===== src/rtl/hgpp_pkg.sv =====
// Shared types, constants and neighbor tables for the hex grid point picker.
package hgpp_pkg;

    // Default widths
    localparam int COORD_BITS_DEF = 24;
    localparam int CELL_BITS_DEF  = 16;

    // Cell size after reset: 1.0 in Q6.18
    localparam int CELL_SIZE_RESET = 262144;

    // Configuration register indexes
    localparam int CFG_IDX_BITS = 2;
    typedef enum logic [CFG_IDX_BITS-1:0] {
        CFG_CELL_WIDTH  = 2'd0,
        CFG_CELL_HEIGHT = 2'd1,
        CFG_CAMERA_COL  = 2'd2,
        CFG_CAMERA_ROW  = 2'd3
    } t_cfg_idx;

    // Candidate cells: the estimate, then NE, E, SE, SW, W, NW
    localparam int NUM_CAND = 7;
    localparam int NUM_ROWS = 3;
    localparam int SEL_BITS = 3;

    // Column step for even and odd rows
    localparam logic signed [1:0] CAND_DQ_EVEN [NUM_CAND] =
        '{2'sd0, 2'sd0, 2'sd1, 2'sd0, -2'sd1, -2'sd1, -2'sd1};
    localparam logic signed [1:0] CAND_DQ_ODD [NUM_CAND] =
        '{2'sd0, 2'sd1, 2'sd1, 2'sd1, 2'sd0, -2'sd1, 2'sd0};
    // Row slot of each candidate: 0 = row above, 1 = same row, 2 = row below
    localparam logic [1:0] CAND_ROW [NUM_CAND] =
        '{2'd1, 2'd0, 2'd1, 2'd2, 2'd2, 2'd1, 2'd0};
    localparam logic [1:0] ROW_SAME = 2'd1;

    // Side flags of one division
    typedef struct packed {
        logic neg;   // dividend was negative
        logic rnz;   // remainder nonzero
    } t_div_flags;

endpackage


===== src/rtl/hgpp_div.sv =====
// Pipelined restoring divider: one quotient bit per stage, magnitude of a signed dividend.
module hgpp_div #(
    parameter int COORD_BITS = hgpp_pkg::COORD_BITS_DEF
) (
    input  logic                         i_clk,
    input  logic                         i_rst_n,
    input  logic                         i_en,
    input  logic                         i_valid,
    input  logic signed [COORD_BITS-1:0] i_num,
    input  logic        [COORD_BITS-2:0] i_den,
    output logic                         o_valid,
    output logic        [COORD_BITS-1:0] o_quo,
    output hgpp_pkg::t_div_flags         o_flags,
    output logic signed [COORD_BITS-1:0] o_num
);

    localparam int CB = COORD_BITS;

    logic [CB-1:0] mag;

    // stage inputs
    logic                 s_vld [CB];
    logic        [CB-1:0] s_rem [CB];
    logic        [CB-1:0] s_quo [CB];
    logic        [CB-1:0] s_dvd [CB];
    logic                 s_neg [CB];
    logic signed [CB-1:0] s_num [CB];
    logic        [CB-1:0] s_try [CB];
    logic                 s_ge  [CB];

    // next values and stage registers
    logic        [CB-1:0] n_rem [CB];
    logic        [CB-1:0] n_quo [CB];
    logic        [CB-1:0] n_dvd [CB];
    logic                 r_vld [CB];
    logic        [CB-1:0] r_rem [CB];
    logic        [CB-1:0] r_quo [CB];
    logic        [CB-1:0] r_dvd [CB];
    logic                 r_neg [CB];
    logic signed [CB-1:0] r_num [CB];

    // magnitude of the dividend; the most negative value maps to 2^(CB-1)
    assign mag = i_num[CB-1] ? (~i_num + CB'(1)) : i_num;

    // stage input chaining
    for (genvar k = 0; k < CB; k++) begin : g_chain
        if (k == 0) begin : g_first
            assign s_vld[k] = i_valid;
            assign s_rem[k] = '0;
            assign s_quo[k] = '0;
            assign s_dvd[k] = mag;
            assign s_neg[k] = i_num[CB-1];
            assign s_num[k] = i_num;
        end else begin : g_next
            assign s_vld[k] = r_vld[k-1];
            assign s_rem[k] = r_rem[k-1];
            assign s_quo[k] = r_quo[k-1];
            assign s_dvd[k] = r_dvd[k-1];
            assign s_neg[k] = r_neg[k-1];
            assign s_num[k] = r_num[k-1];
        end
    end

    // one shift, compare and subtract per stage
    always_comb begin
        for (int k = 0; k < CB; k++) begin
            s_try[k] = {s_rem[k][CB-2:0], s_dvd[k][CB-1]};
            s_ge[k]  = (s_try[k] >= {1'b0, i_den});
            n_rem[k] = s_ge[k] ? (s_try[k] - {1'b0, i_den}) : s_try[k];
            n_quo[k] = {s_quo[k][CB-2:0], s_ge[k]};
            n_dvd[k] = {s_dvd[k][CB-2:0], 1'b0};
        end
    end

    // valid chain
    always_ff @(posedge i_clk) begin
        if (!i_rst_n) begin
            for (int k = 0; k < CB; k++) r_vld[k] <= 1'b0;
        end else if (i_en) begin
            for (int k = 0; k < CB; k++) r_vld[k] <= s_vld[k];
        end
    end

    // payload
    always_ff @(posedge i_clk) begin
        if (i_en) begin
            for (int k = 0; k < CB; k++) begin
                r_rem[k] <= n_rem[k];
                r_quo[k] <= n_quo[k];
                r_dvd[k] <= n_dvd[k];
                r_neg[k] <= s_neg[k];
                r_num[k] <= s_num[k];
            end
        end
    end

    assign o_valid     = r_vld[CB-1];
    assign o_quo       = r_quo[CB-1];
    assign o_flags.neg = r_neg[CB-1];
    assign o_flags.rnz = |r_rem[CB-1];
    assign o_num       = r_num[CB-1];

endmodule


===== config.mk =====
export PLATFORM = sky130hd
export DESIGN_NAME = hgpp_div
export DESIGN_NICKNAME = d
export VERILOG_FILES = /design/src/rtl/hgpp_pkg.sv /design/src/rtl/hgpp_div.sv
export SDC_FILE = /design/constraint.sdc
export NUM_CORES = 2
export LEC_CHECK = 0
export ABC_AREA = 1
export BUFFER_PORTS_ARGS = -buffer_cell sky130_fd_sc_hd__buf_4
export CAP_MARGIN = 30
export CORE_ASPECT_RATIO = 2
export CORE_MARGIN = 2
export CORE_UTILIZATION = 40
export DETAILED_ROUTE_END_ITERATION = 7
export PLACE_DENSITY = 0.66
export SLEW_MARGIN = 20
export SYNTH_ARGS = -nofsm -noshare
export SYNTH_HDL_FRONTEND = slang
export SYNTH_SLANG_ARGS = --single-unit

===== constraint.sdc =====
create_clock -name i_clk -period 6.3 [get_ports i_clk]
set_clock_uncertainty 0.1 [all_clocks]
set_input_delay 0.63 -clock i_clk [delete_from_list [all_inputs] [get_ports i_clk]]
set_output_delay 0.63 -clock i_clk [all_outputs]
set_load 0.05 [all_outputs]

Yosys cells after proc, flatten, opt, wreduce, memory -nomap -nowiden
Memories as Yosys holds them, arrays and structs flattened.
Cells that the tools add are included.
Cells by class
  add/subtract/negate cells: 25
  magnitude comparators: 24
  multiplexer cells: 54
  bitwise gates (word level): 25
  reductions and logical operators: 1
Operators with widths (number)
  24-bit two-way mux: 25
  24-bit by 23-bit >= comparator with 1-bit output: 23
  24-bit by 23-bit subtractor with 24-bit output: 23
  1-bit two-way mux: 29
  24-bit by 2-bit adder with 24-bit output, second input constant: 1
  24-bit inverter: 1
  1-bit bitwise OR: 24
  24-bit OR reduction: 1
  1-bit by 23-bit subtractor with 24-bit output: 1
  1-bit by 23-bit >= comparator with 1-bit output: 1
Word-level totals
  register bits: 0
  RAM bits: 2328
  bits of input ports: 51
  output and inout bits: 51
  memories: 6
Memories
  r_num: depth 24, bits a word 24, read ports 24, clocked after memory_dff 0, write ports 24, line hgpp_div.sv:40  | logic signed [CB-1:0] r_num [CB];
  r_quo: depth 24, bits a word 24, read ports 24, clocked after memory_dff 0, write ports 24, line hgpp_div.sv:37  | logic [CB-1:0] r_quo [CB];
  r_rem: depth 24, bits a word 24, read ports 24, clocked after memory_dff 0, write ports 24, line hgpp_div.sv:36  | logic [CB-1:0] r_rem [CB];
  r_dvd: depth 24, bits a word 23, read ports 23, clocked after memory_dff 0, write ports 24, line hgpp_div.sv:38  | logic [CB-1:0] r_dvd [CB];
  r_neg: depth 24, bits a word 1, read ports 24, clocked after memory_dff 0, write ports 24, line hgpp_div.sv:39  | logic r_neg [CB];
  r_vld: depth 24, bits a word 1, read ports 24, clocked after memory_dff 0, write ports 24, line hgpp_div.sv:35  | logic r_vld [CB];

Logic depth before layout (Yosys ltp)
  depth in word-level cells: 5
  depth in mapped cells: 15

Worst setup path after synthesis
No wires, ideal clock.
  path kind: input to register
  start point: input port i_den[10]
  end point: memory r_rem[2][32] (netlist bit) (data pin)
  library setup time: 253 ps
  data arrival time: 2898 ps
  data required time: 5947 ps
  setup slack: 3048 ps
  stages on the path: 14
  path through: inv_1 -> clkbuf_1 -> ha_1 -> nand2_2 -> inv_1 -> nand2_1 -> nand2_1 -> nand2_1 -> nand2_1 -> nand2_1 -> nand4_4 -> buf_6 -> nand2_1 -> o21ai_2
RTL lines
  from (decl): line hgpp_div.sv:10  | input logic [COORD_BITS-2:0] i_den,
  to (decl): line hgpp_div.sv:36

==> summary.txt <==
drt first pass iters: 8
WL per Instance: 19.4 um
Post-DP HPWL: 228 mm
Power Internal: 29.3 mW
Yosys top cell area share: 0.512
CP Data Required Time: 6.74 ns
CP max stage cell: clkinv_1
initial antenna violation count: 6
Worst-Margin Slew: 1.05 ns
hold wc startpoint: i_den[8]
routed vias/inst: 4.98
Total Wirelength: 298 mm
Clk pwr share: 0.205
Vias: 76600
run status: finished, final reports clean
final setup violating endpoints: 0
R2R cell count: 9
clock sinks: 1706
Area Growth Syn to Fin: 10.2%
flop2flop setup slack: 2.83 ns
CTS tree: done
worst reg2reg endpoint: r_rem[1][118]
Area contributors post-synth: edfxtp_1 (51%), nand2_1 (16%), inv_1 (8.3%)
worst flop-to-flop path startpoint: r_rem[1][84]
Lkg Pwr: 52.1 nW
multi-input logic area: 0.0392 sq mm
Cell variety after synth: 37
sequential area share after synthesis: 0.512
Max Cap Violations: 0
Reg area: 0.0512 sq mm
Hold Fails Final Rpt: 0
WP buf/inv: 4
RSZ-0062 raised after global routing: no
flops & latches, synth: 1706
cells after synthesis: 11800
synthesized area: 0.100 sq mm
post-synth net total: 12400
largest net degree at the start of global routing: 184
area leader, netlist: edfxtp_1
post-CTS sizing: 0
Synth Area per Inst: 8.48 sq um
Hold Path Class: input port to register
Arr. time, crit path: 4.07 ns
Iter 0 DRT Violations: 4569
Net Sw Power: 21.9 mW
Die Area: 0.254 sq mm
kind of end point of the critical path: register
CTS max path bufs: 4
cells along the critical path: buf_4 -> clkinv_1 -> buf_4 -> ha_1 -> nand2_1 -> nor2_1 -> nand2_1 -> inv_1 -> nand2_1 -> nand4_4 -> nand3_1 -> nand2_1
hold depth: 3
Critical Setup Path Class: input port to register
die height: 711 um
share of post-route cells with drive strength above 1: 0.0486
total power: 51.2 mW
maximum VDD drop: 244 uV
crit path launch type: input port
Period minus WS final: 3.63 ns
Core ar.: 0.249 sq mm
Crit path top cell by count: nand2_1
first-pass GRT wire length: 444 mm
vias in the first global route: 77300
Sw Share: 0.428
Peak Freq: 275 MHz
row count: 259
Port Buffer Count: 101
slowest cell delay on critical path: 0.70 ns
clk_lat worst skew: 0.86 ns
PwrDens: 465 mW/mm^2
slew margin rel.: 0.303
Reg power frac: 0.351
Filler cells: 24600
Async S/R FF share, synth: 0
GRT Util Overall: 0.233
combinational share of power: 0.444
final critical-path share of the clock period: 0.577
synth warn: 0
die width: 358 um
Synth Flop Type: edfxtp_1
initial core utilization: 0.402
fin nets: 12600
CTS root buf: clkbuf_16
Worst-path clk slew: 0.06 ns
crit-path max FO: 36
final setup TNS: 0 ns
Placer Congestion: 1.01
crit-path leading delay family: simple AND/OR/NAND/NOR gates
post-route ant nets: 0
IO Count: 102
cts bufs inserted: 171
H-tree Lvls: 4
GR Overflow Total: 0
fin. max-slew vios: 0
hold endpoint: r_rem[0][6]
Post-synth EDFFs: 1705
DRC Markers: 0
==> Yosys cell counts (58+ instances only) <==
cell type	count
nand4_1	369
nand3_1	704
ha_1	532
inv_1	2215
buf_6	67
a21oi_1	231
nand2_1	4166
nor2_1	769
nand3b_1	111
o21ai_1	219
edfxtp_1	1705
xor2_1	218
o21ai_0	58
==> repair_timing <==
action | CTS | global route
buffers inserted | 0 | 0
hold buffers | 26 | 0
endpoints found under the hold margin | 44 | 0
==> state kept, by name, summed over array words and instances, names as in the netlist <==
| name | count |
|---|---|
| r_dvd | 253 |
| r_neg | 23 |
| r_num | 553 |
| r_quo | 300 |
| r_rem | 553 |
| r_vld | 24 |
==> worst reg2reg max path, stage by stage (launching register included) <==
cell and delay (ns):
edfxtp_1 0.92, ha_1 0.45, nand2_1 0.15, nor2_1 0.09
nand2_1 0.10, nor2_1 0.05, nand2_1 0.39, nand4_4 0.53
nand3_1 0.28, nand2_1 0.17
==> through the flow <==
stage	instances	cell area [sq um]	hold WS, ns	setup slack (ns)	util
4_1_cts	15400	110000	0.0400	2.70	0.443
3_5_place_dp	15100	104000	0.305	1.88	0.419
5_1_grt	15400	110000	0.0969	2.44	0.443
3_3_place_gp	15000	104000	0.300	1.82	0.419
6_report	15400	110000	0.126	2.67	0.443
2_1_floorplan	11800	100000	0.300	3.05	-
==> power groups by stage <==
stage / clock (mW) / sequential, mW / combinational [mW]
after floorplan: 0 / 16.8 / 17.2
after global placement: 0 / 18.1 / 22.3
after detailed placement: 0 / 18.1 / 22.5
after CTS: 10.8 / 17.9 / 22.6
after global routing: 11.2 / 18.0 / 25.8
final: 10.5 / 18.0 / 22.7
==> layout by cell type (no fill, tap or decap), types with 111 or more instances in the layout <==
master     count
nand3b_1     111
nand3_1      704
inv_1       2199
nand2_1     4166
nor2_1       769
buf_4        147
xor2_1       218
nand4_1      369
a21oi_1      231
edfxtp_1    1705
o21ai_1      219
ha_1         532
clkbuf_16    175
==> kinds of logic (layout without fill, tap and decap cells) <==
group,after synthesis,count (layout),share of synthesized area
adders and majority gates,555,555,0.0712
xor gates and xnor gates,242,242,0.0212
DFF,1706,1706,0.512
and+or+nand+nor,6383,6383,0.273
AOI/OAI and AO/OA,521,521,0.0265
buffers and inverters,2387,2712,0.0962
other,0,4,0
==> layout make-up <==
type	instances	share of cell area
flip-flops and latches	1706	0.465
multi-input cells	7701	0.356
inverters	2216	0.0755
clock buffers	189	0.0403
well taps	3262	0.0370
repair buffers	192	0.0157
clock inverters	115	0.0108
diodes	4	0.0000909
==> metal layers <==
layer	vias up	wire length, um	part of all wire	track usage
met2	2013	155000	0.52	0.431
met3	1139	11800	0.040	0.0331
met5	-	24	0.000081	0
met1	35100	95100	0.32	0.209
met4	4	36000	0.12	0.231
li1	38400	-	-	-
==> worst max-delay path by stage <==
stage	start	end	slack (ns)	cells past startpoint
after floorplan	i_den[10]	r_rem[2][32]	3.05	14
after global placement	i_den[1]	r_rem[1][118]	1.82	12
after detailed placement	i_den[19]	r_rem[1][34]	1.88	12
after CTS	i_num[2]	r_rem[0][0]	2.70	15
after global routing	i_num[2]	r_rem[0][14]	2.44	15
final	i_den[19]	r_rem[1][46]	2.67	12
No activity file was read; power rests on OpenSTA's default activity.
